### src/rtl/cgm_pkg.sv
// Shared types, constants and tables for the color gradient pipeline.
`default_nettype none
package cgm_pkg;

  localparam int unsigned NUM_CH          = 3;
  localparam int unsigned CORDIC_STEPS    = 16;
  localparam int unsigned STEPS_PER_STAGE = 2;
  localparam int unsigned ITER_STAGES     = CORDIC_STEPS / STEPS_PER_STAGE;
  localparam int unsigned SQRT_STAGES     = 7;
  // Gradient (3) + prep (1) + iterations (8) + output register (1).
  localparam int unsigned PIPE_DEPTH      = 3 + 1 + ITER_STAGES + 1;

  typedef logic signed [10:0] grad_t;
  typedef logic [19:0]        mag2_t;

  typedef struct packed {
    logic signed [27:0] x;
    logic signed [27:0] y;
    logic signed [25:0] z;
    logic               gy_zero;
    logic               gx_zero;
    logic               gx_neg;
    logic               gy_pos;
  } cordic_t;

  typedef struct packed {
    logic [27:0] v;
    logic [15:0] rem;
    logic [13:0] root;
  } sqrt_t;

  // atan(2^-i) with pi = 2^23, rounded to nearest.
  function automatic logic [21:0] atan_lut(input int unsigned i);
    logic [21:0] r;
    unique case (i)
      0:  r = 22'd2097152;
      1:  r = 22'd1238021;
      2:  r = 22'd654136;
      3:  r = 22'd332050;
      4:  r = 22'd166669;
      5:  r = 22'd83416;
      6:  r = 22'd41718;
      7:  r = 22'd20860;
      8:  r = 22'd10430;
      9:  r = 22'd5215;
      10: r = 22'd2608;
      11: r = 22'd1304;
      12: r = 22'd652;
      13: r = 22'd326;
      14: r = 22'd163;
      15: r = 22'd81;
      default: r = 22'd0;
    endcase
    return r;
  endfunction

endpackage
`default_nettype wire

### src/rtl/cgm_cordic.sv
// Pipelined vectoring CORDIC for atan2, two iterations per stage.
`default_nettype none
module cgm_cordic
  import cgm_pkg::*;
(
  input  wire logic clk_i,
  input  wire logic en_i,
  input  grad_t     gx_i,
  input  grad_t     gy_i,
  output cordic_t   res_o
);

  cordic_t st_q [ITER_STAGES+1];

  // Left half-plane vectors are mirrored and start from +/-pi.
  cordic_t prep_d;
  always_comb begin
    logic signed [27:0] xin, yin;
    xin = {gx_i[10], gx_i, 16'd0};
    yin = {gy_i[10], gy_i, 16'd0};
    prep_d.gy_zero = (gy_i == '0);
    prep_d.gx_zero = (gx_i == '0);
    prep_d.gx_neg  = gx_i[10];
    prep_d.gy_pos  = !gy_i[10] && (gy_i != '0);
    if (gx_i[10]) begin
      prep_d.x = -xin;
      prep_d.y = -yin;
      prep_d.z = prep_d.gy_pos ? 26'sd8388608 : -26'sd8388608;
    end else begin
      prep_d.x = xin;
      prep_d.y = yin;
      prep_d.z = '0;
    end
  end

  always_ff @(posedge clk_i) begin
    if (en_i) begin
      st_q[0] <= prep_d;
    end
  end

  for (genvar k = 1; k <= ITER_STAGES; k++) begin : g_stage
    cordic_t st_d;
    always_comb begin
      logic signed [27:0] xs, ys;
      logic signed [25:0] a;
      st_d = st_q[k-1];
      for (int j = 0; j < STEPS_PER_STAGE; j++) begin
        xs = st_d.x >>> (STEPS_PER_STAGE*(k-1) + j);
        ys = st_d.y >>> (STEPS_PER_STAGE*(k-1) + j);
        a  = $signed({4'd0, atan_lut(STEPS_PER_STAGE*(k-1) + j)});
        if (st_d.y > 0) begin
          st_d.x = st_d.x + ys;
          st_d.y = st_d.y - xs;
          st_d.z = st_d.z + a;
        end else begin
          st_d.x = st_d.x - ys;
          st_d.y = st_d.y + xs;
          st_d.z = st_d.z - a;
        end
      end
    end
    always_ff @(posedge clk_i) begin
      if (en_i) begin
        st_q[k] <= st_d;
      end
    end
  end

  assign res_o = st_q[ITER_STAGES];

endmodule
`default_nettype wire

### config.mk
export PLATFORM = sky130hd
export DESIGN_NAME = cgm_cordic
export DESIGN_NICKNAME = d
export VERILOG_FILES = /design/src/rtl/cgm_pkg.sv /design/src/rtl/cgm_cordic.sv
export SDC_FILE = /design/constraint.sdc
export NUM_CORES = 2
export LEC_CHECK = 0
export BUFFER_PORTS_ARGS = -buffer_cell sky130_fd_sc_hd__buf_2
export CORE_UTILIZATION = 28
export CTS_CLUSTER_DIAMETER = 100
export DETAILED_ROUTE_END_ITERATION = 10
export PLACE_DENSITY = 0.44
export SLEW_MARGIN = 25
export SYNTH_ARGS = -nofsm -noshare
export SYNTH_HDL_FRONTEND = slang
export SYNTH_SLANG_ARGS = --single-unit
### constraint.sdc
create_clock -name clk_i -period 26.8 [get_ports clk_i]
set_input_delay 1.34 -clock clk_i [delete_from_list [all_inputs] [get_ports clk_i]]
set_output_delay 1.34 -clock clk_i [all_outputs]
set_load 0.01 [all_outputs]
==> flow_summary.toml <==
[worst_setup_path]
cp_common_cell = "o21ai_0"
slowest_stage = "nor4_4"
crit_fanout = 40
crit_type = "flop to flop"
crit_path_end_kind = "flop"
critPathBufInv = 5
required_ns = 27.25
crit_path_start_kind = "flop"
cp_slowest_stage_delay_ns = 0.84
arrival_ns = 13.14
path_delay_family = "compound AO/OA/AOI/OAI gates"

[cts]
cts_num_sinks = 635
cts_tree = "yes"
path_clk_slew_ns = 0.06
cts_resized = 0
cts_buffers = 82
clockBufferDepth = 3
hold_buffers = 0
post_cts_buffers = 0
clk_latency_ns = 0.74
clockRootBuffer = "clkbuf_16"
htreeDepth = 3

[route]
drcViolationCount = 0
wl_per_cell_microns = 18.1
first_pass_iters = 5
drt_iter0_markers = 3700
num_vias = 67900
wirelength_mm = 239
postRouteAntennaNets = 0
vias_per_cell = 5.13

[die]
initial_core_util_pct = 28.1
num_rows = 195
io_pins = 110
die_x_microns = 535
dieArea_sq_um = 286000
chipHeight_microns = 535
coreArea_sq_um = 282000

[global_route]
antenna_found_initial = 1
grt_max_degree = 149
grt_pass1_wl_mm = 374
first_global_vias = 66182
track_usage_pct = 16.3
overflow = 0

[timing]
report.final.slew_viol_count = 0
finalSetupViolCount = 0
max_clock_freq_mhz = 78.8
rsz0062_at_grt = "no"
worst_slew_pin_slew_ns = 1.03
hold_viol = 0
final.setup.tns_ns = 0
fin_worst_skew_ns = 0.0726
hold_ws_ns = 0.408
timing.max_slew.rel_slack_pct = 31.6
fin_crit_ns = 12.69
timing.final.crit_share_pct = 47.3

[cells_and_area]
fillerInstances = 29702
final_layout_size_suffix_gt1_share_pct = 5.03
nets = 10582
final_area_sq_um = 87200
synthToLayoutAreaGrowth_pct = 9.78
largest_reg_flops = 635
regMostFlops = "st_q"
top_regs = "st_q: 635 flops"

[synth]
synth.distinct_cells = 119
synth_edf_count = 635
synth_commonest_cells = "ha_1, xnor2_1, nor2_1, a21oi_1, edfxtp_1"
synth.top_cell.area_share_pct = 24.0
synthArstFlopShare_pct = 0
synthesis.nets = 10488
synth_warnings = 0
yosys.cell_count.top_type = "ha_1"
syn_area_sq_um = 79400
syn_inst = 9341
ys_seq_area_share_pct = 24.0
yosys.area.top_type = "edfxtp_1"
ys_ff_latch = 635
avgSynthCellArea_sq_um = 8.50
synth_top_flop_cell = "edfxtp_1"
netlist_top_cells_area = "edfxtp_1, ha_1, xnor2_1"

[place]
place_area_sq_um = 84500
io_buffers = 108
routabilityCongestion = 0.861
dp_hpwl_mm = 198

[run_status]
status = "completed"

[job]
max-cap-violations = 0

[hold_path]
hold_path_class = "flop to flop"
[through the flow]
step / std cells / setup slack, ns / utilization [%]
final: 13245 / 14.11 / 30.9
after global routing: 13245 / 13.25 / 30.9
after CTS: 13244 / 14.03 / 30.9
after detailed placement: 13094 / 14.13 / 29.9
after global placement: 13094 / 14.20 / 29.9
after floorplan: 9341 / 16.08 / -
[kinds of logic (layout without fill, tap and decap cells)]
| logic type | after synthesis | after routing | synth area share (%) |
|---|---|---|---|
| AOI/OAI and AO/OA | 2653 | 2653 | 21.7 |
| xor gates and xnor gates | 1273 | 1273 | 14.1 |
| adders and majority gates | 1123 | 1123 | 18.1 |
| buffers and inverters | 732 | 892 | 3.56 |
| DFF | 635 | 635 | 24.0 |
| muxes | 39 | 39 | 0.512 |
| other | 2 | 3 | 0.00945 |
| and+or+nand+nor | 2884 | 2884 | 18.0 |
[path summary, 6_finish.rpt]
kind | startpoint | to | slack [ns] | cells past startpoint
setup / recovery | st_q[7][44] | st_q[8][28] | 14.11 | 39
hold / removal | st_q[7][2] | st_q[8][2] | 0.41 | 0
setup reg to reg | st_q[7][44] | st_q[8][28] | 14.11 | 39
hold reg to reg | st_q[7][2] | st_q[8][2] | 0.41 | 0
[layer usage]
layer / up-vias / global-route usage (%) / part of all wire, %
met5: - / 0 / 0
met4: 0 / 3.81 / 2.1
met3: 217 / 1.40 / 2.7
met2: 1019 / 29.2 / 49
met1: 32181 / 20.9 / 47
li1: 34483 / - / -
[cell type report]
cell class / count / area (sq um) / area share [%]
Antenna cell: 1 / 2.50 / 0.00287
Clock buffer: 95 / 2100 / 2.41
Clock inverter: 55 / 592 / 0.679
Inverter: 583 / 2190 / 2.51
Multi-Input combinational cell: 7974 / 57600 / 66.1
Sequential cell: 635 / 19100 / 21.9
Tap cell: 3743 / 4680 / 5.37
Timing Repair Buffer: 159 / 950 / 1.09
[layout by cell type (no fill, tap or decap), types with 33 or more instances in the layout]
cell / synthesis / layout
a211oi_1: 65 / 64
a21boi_0: 78 / 78
a21o_1: 225 / 225
a21oi_1: 751 / 751
a31oi_1: 92 / 89
and2_1: 66 / 66
and3_1: 112 / 112
buf_2: 20 / 107
buf_4: 2 / 49
clkbuf_16: 0 / 82
edfxtp_1: 635 / 635
fa_1: 45 / 45
ha_1: 1078 / 1078
inv_1: 578 / 578
nand2_1: 567 / 567
nand2b_1: 161 / 161
nand3_1: 162 / 162
nand4_1: 55 / 55
nor2_1: 864 / 861
nor2b_1: 143 / 141
nor3_1: 334 / 333
nor4_1: 77 / 76
o2111ai_1: 33 / 33
o211ai_1: 51 / 51
o21a_1: 151 / 151
o21ai_0: 581 / 581
o21bai_1: 121 / 121
o31ai_1: 108 / 108
o41ai_1: 56 / 56
or2_2: 64 / 64
or3_1: 104 / 104
or4_1: 44 / 44
xnor2_1: 889 / 889
xor2_1: 378 / 378
Power is left out: the tool's default activity adds up to more than one toggle a clock period on the data nets, which glitch-free logic cannot reach.
