--- config.mk ---
export PLATFORM = sky130hd
export DESIGN_NAME = cgm_grad
export DESIGN_NICKNAME = d
export VERILOG_FILES = /design/src/rtl/cgm_pkg.sv /design/src/rtl/cgm_grad.sv
export SDC_FILE = /design/constraint.sdc
export NUM_CORES = 2
export LEC_CHECK = 0
export BUFFER_PORTS_ARGS = -buffer_cell sky130_fd_sc_hd__buf_4
export CORE_MARGIN = 4
export CORE_UTILIZATION = 60
export CTS_CLUSTER_DIAMETER = 80
export DETAILED_ROUTE_END_ITERATION = 8
export GPL_TIMING_DRIVEN = 0
export PLACE_DENSITY = 0.78
export SETUP_SLACK_MARGIN = 0.3
export SYNTH_ARGS = -nofsm -noshare
export SYNTH_HDL_FRONTEND = slang
export SYNTH_SLANG_ARGS = --single-unit
--- constraint.sdc ---
create_clock -name clk_i -period 9.1 [get_ports clk_i]
set_input_delay 0.455 -clock clk_i [delete_from_list [all_inputs] [get_ports clk_i]]
set_output_delay 0.455 -clock clk_i [all_outputs]
set_load 0.05 [all_outputs]
--- src/rtl/cgm_pkg.sv ---
// Shared types, constants and tables for the color gradient pipeline.
`default_nettype none
package cgm_pkg;

  localparam int unsigned NUM_CH          = 3;
  localparam int unsigned CORDIC_STEPS    = 16;
  localparam int unsigned STEPS_PER_STAGE = 2;
  localparam int unsigned ITER_STAGES     = CORDIC_STEPS / STEPS_PER_STAGE;
  localparam int unsigned SQRT_STAGES     = 7;
  // Gradient (3) + prep (1) + iterations (8) + output register (1).
  localparam int unsigned PIPE_DEPTH      = 3 + 1 + ITER_STAGES + 1;

  typedef logic signed [10:0] grad_t;
  typedef logic [19:0]        mag2_t;

  typedef struct packed {
    logic signed [27:0] x;
    logic signed [27:0] y;
    logic signed [25:0] z;
    logic               gy_zero;
    logic               gx_zero;
    logic               gx_neg;
    logic               gy_pos;
  } cordic_t;

  typedef struct packed {
    logic [27:0] v;
    logic [15:0] rem;
    logic [13:0] root;
  } sqrt_t;

  // atan(2^-i) with pi = 2^23, rounded to nearest.
  function automatic logic [21:0] atan_lut(input int unsigned i);
    logic [21:0] r;
    unique case (i)
      0:  r = 22'd2097152;
      1:  r = 22'd1238021;
      2:  r = 22'd654136;
      3:  r = 22'd332050;
      4:  r = 22'd166669;
      5:  r = 22'd83416;
      6:  r = 22'd41718;
      7:  r = 22'd20860;
      8:  r = 22'd10430;
      9:  r = 22'd5215;
      10: r = 22'd2608;
      11: r = 22'd1304;
      12: r = 22'd652;
      13: r = 22'd326;
      14: r = 22'd163;
      15: r = 22'd81;
      default: r = 22'd0;
    endcase
    return r;
  endfunction

endpackage
`default_nettype wire

--- src/rtl/cgm_grad.sv ---
// Per-channel differences, squared magnitudes and max-channel selection (three stages).
`default_nettype none
module cgm_grad
  import cgm_pkg::*;
(
  input  wire logic        clk_i,
  input  wire logic        en_i,
  input  wire logic [23:0] left_pixel_i,
  input  wire logic [23:0] right_pixel_i,
  input  wire logic [23:0] top_pixel_i,
  input  wire logic [23:0] bottom_pixel_i,
  input  wire logic        at_border_i,
  output grad_t            bx_o,
  output grad_t            by_o,
  output mag2_t            m2_o
);

  grad_t gx1_q [NUM_CH];
  grad_t gy1_q [NUM_CH];
  grad_t gx2_q [NUM_CH];
  grad_t gy2_q [NUM_CH];
  mag2_t m22_q [NUM_CH];
  grad_t bx_q, by_q;
  mag2_t m2_q;

  for (genvar c = 0; c < NUM_CH; c++) begin : g_ch
    logic signed [8:0]  dx, dy;
    logic signed [21:0] sx, sy;
    assign dx = $signed({1'b0, right_pixel_i[8*c +: 8]}) - $signed({1'b0, left_pixel_i[8*c +: 8]});
    assign dy = $signed({1'b0, bottom_pixel_i[8*c +: 8]}) - $signed({1'b0, top_pixel_i[8*c +: 8]});
    assign sx = gx1_q[c] * gx1_q[c];
    assign sy = gy1_q[c] * gy1_q[c];

    always_ff @(posedge clk_i) begin
      if (en_i) begin
        gx1_q[c] <= at_border_i ? {dx[8], dx, 1'b0} : {{2{dx[8]}}, dx};
        gy1_q[c] <= at_border_i ? {dy[8], dy, 1'b0} : {{2{dy[8]}}, dy};
        gx2_q[c] <= gx1_q[c];
        gy2_q[c] <= gy1_q[c];
        m22_q[c] <= mag2_t'(sx[19:0] + sy[19:0]);
      end
    end
  end

  // The lowest channel wins on a tie; all-zero leaves a zero gradient.
  grad_t bx_d, by_d;
  mag2_t m2_d;
  always_comb begin
    bx_d = '0;
    by_d = '0;
    m2_d = '0;
    for (int c = 0; c < NUM_CH; c++) begin
      if (m22_q[c] > m2_d) begin
        m2_d = m22_q[c];
        bx_d = gx2_q[c];
        by_d = gy2_q[c];
      end
    end
  end

  always_ff @(posedge clk_i) begin
    if (en_i) begin
      bx_q <= bx_d;
      by_q <= by_d;
      m2_q <= m2_d;
    end
  end

  assign bx_o = bx_q;
  assign by_o = by_q;
  assign m2_o = m2_q;

endmodule
`default_nettype wire

==> results.json <==
{
  "initialDrtViolationCount": 1626,
  "finClkSkew_ps": 33.5,
  "fmax_mhz": 136,
  "rr_startpoint": "gy1_q[0][21]",
  "setup_ws_ps": 1720,
  "setup_viol_count_final": 0,
  "cpPeakStageDelay_ps": 670,
  "avgViaCountPerCell": 5.28,
  "hold_class": "in -> reg",
  "portBuffers": 139,
  "cpMaxStageDelayCell": "edfxtp_1",
  "cp-start-kind": "flop",
  "fillers": 4232,
  "grt_usage_pct": 26.8,
  "cp_max_fo": 10,
  "min_period_over_period_pct": 81.1,
  "cts_buffers": 29,
  "cts.htree.levels": 1,
  "grt_pass1_vias": 23900,
  "post_cts_buffers": 0,
  "path_clk_slew_ps": 60,
  "worst_slew_pin_slew_ps": 1080,
  "rsz0062_at_grt": "no",
  "synth_compound_area_share_pct": 4.67,
  "dieHeight_um": 244,
  "clk_latency_ps": 600,
  "final_common_cell": "inv_1",
  "hold_violations": 0,
  "grt_pass1_wl_um": 125000,
  "synthSimpleGateAreaFrac_pct": 8.23,
  "crit_top_cell": "fa_1",
  "drv_slew": 0,
  "postSynth.asyncResetShare_pct": 0,
  "tns_ps": 0,
  "grt.overflow.total": 0,
  "final_cell_mix": "inv_1, fa_1, ha_1",
  "whs_ps": 301,
  "syn_avg_cell_area_um2": 10.3,
  "layout-drive-gt1-share_pct": 8.09,
  "synth_top_family_by_area": "adder cells",
  "crit_type": "reg -> reg",
  "synth_nets": 4296,
  "wl_per_cell_um": 18.2,
  "status": "completed",
  "fin_nets": 4467,
  "synthMuxAreaShare_pct": 3.17,
  "clock_path_buffers": 3,
  "grt_max_degree": 134,
  "fin_crit_ps": 7380,
  "row_count": 86,
  "ioPinCount": 141,
  "drtPass1Iterations": 7,
  "required_ps": 9430,
  "ys_seq_elements": 220,
  "cts_resized": 0,
  "drc_errors": 0,
  "yosys_most_used_dff": "edfxtp_1",
  "cap_violations": 0,
  "start_util_pct": 60.8,
  "endpoint_kind": "flop",
  "hp-start": "right_pixel_i[23]",
  "synth_cell_types": 54,
  "drt-total-wl_um": 76400,
  "ys_warn_count": 0,
  "place.gp.congestion": 0.954,
  "dpl.hpwl_um": 65100,
  "syn_inst": 3258,
  "area_growth_pct": 8.86,
  "cts_hold_buf": 0,
  "die_width_um": 244,
  "ys_seq_area_share_pct": 19.7,
  "synth_edf_count": 220,
  "root_buffer": "clkbuf_16",
  "crit_chain": "clkbuf_1, nand2_1, inv_1, fa_1, inv_1, fa_1, inv_1, fa_1, fa_1, fa_1, fa_1, inv_1, fa_1, inv_1, ha_1, a21o_1, a21oi_1, nand2_1, a31o_2, a41o_1, o21a_1, xnor2_1",
  "cts_tree": "yes",
  "synth_xor_area_share_pct": 3.47,
  "ant_nets": 0,
  "critPathLaunch": "gy1_q[0][21]",
  "preCtsSetupSlack_ps": 1710,
  "syn_area_um2": 33500,
  "via_count": 22200,
  "fp.coreArea_um2": 55200,
  "cp.arrival_ps": 7700,
  "antenna_found_initial": 1,
  "yosys.area_share.adder_pct": 48.8,
  "die_area_um2": 59800,
  "cts.sinks": 220,
  "maxSlewHeadroom_pct": 27.8
}
final timing paths:
check                  to  slack [ps]  cells past startpoint
max          m22_q[0][39]        1720                     22
min          gx1_q[0][31]         300                      3
max reg2reg  m22_q[0][39]        1720                     22
min reg2reg  gy2_q[0][27]         440                      0
per-stage QoR:
step | area (um2) | cells | utilization, %
final | 36500 | 4198 | 66.2
after global routing | 36500 | 4196 | 66.2
after CTS | 36500 | 4196 | 66.2
after detailed placement | 35600 | 4146 | 64.4
after global placement | 35500 | 4145 | 64.4
after floorplan | 33500 | 3258 | -
per-layer routing:
| metal | vias to the layer above | wire length (um) | track usage (%) |
|---|---|---|---|
| met5 | - | 0 | 0 |
| met4 | 0 | 3020 | 9.03 |
| met3 | 168 | 5720 | 4.47 |
| met2 | 779 | 36600 | 44.4 |
| met1 | 11100 | 31000 | 36.5 |
| li1 | 10200 | - | - |
cells by family after synthesis:
| kind of cell | count (synthesis) |
|---|---|
| buffers and inverters | 1055 |
| adder cells (fa/ha/maj) | 939 |
| flip-flops | 220 |
| XOR/XNOR | 133 |
| AND/OR/NAND/NOR | 570 |
| multiplexers | 96 |
| AO/OA/AOI/OAI | 245 |
layout make-up:
type / instances / area, um2 / share of cell area, %
clock inverters: 21 / 229 / 0.627
multi-input cells: 1983 / 22900 / 62.8
well taps: 748 / 936 / 2.56
flip-flops and latches: 220 / 6610 / 18.1
diodes: 2 / 5.00 / 0.0137
inverters: 978 / 3670 / 10.1
repair buffers: 140 / 1080 / 2.95
clock buffers: 29 / 726 / 1.99
plain buffers: 77 / 328 / 0.898
worst max-delay path: cells and delay by family (launching register included):
kind                     cells  cell delay (ps)
adder cells (fa/ha/maj)      8             3640
AO/OA/AOI/OAI                5             1100
buffers and inverters        6             1030
flip-flops                   1              670
AND/OR/NAND/NOR              2              530
XOR/XNOR                     1              120
Yosys cell counts, types with 7 or more instances:
cell,instances,share of area [%]
a21boi_0,16,0.36
a21o_1,22,0.49
a21oi_1,70,1.0
and2_1,108,2.0
and3_1,10,0.19
clkbuf_1,63,0.70
edfxtp_1,220,20
fa_1,618,37
ha_1,321,12
inv_1,977,11
mux2_2,52,1.7
mux2i_1,34,1.0
mux2i_2,10,0.41
nand2_1,232,2.6
nand2b_1,20,0.37
nor2_1,88,0.98
nor2b_1,65,1.2
nor3_1,7,0.10
o21a_1,18,0.40
o21ai_0,50,0.75
o21bai_1,7,0.16
o22ai_1,21,0.39
or2_2,10,0.19
xnor2_1,105,2.7
xor2_1,28,0.73
state kept, by name, summed over array words and instances, names as in the netlist:
name,cells
gy2_q,30
by_o,10
gx1_q,30
m22_q,60
bx_o,10
gx2_q,30
m2_o,20
gy1_q,30
Power is not shown: default switching activity piles up to over one toggle a cycle in this logic, so the estimate is an artifact.
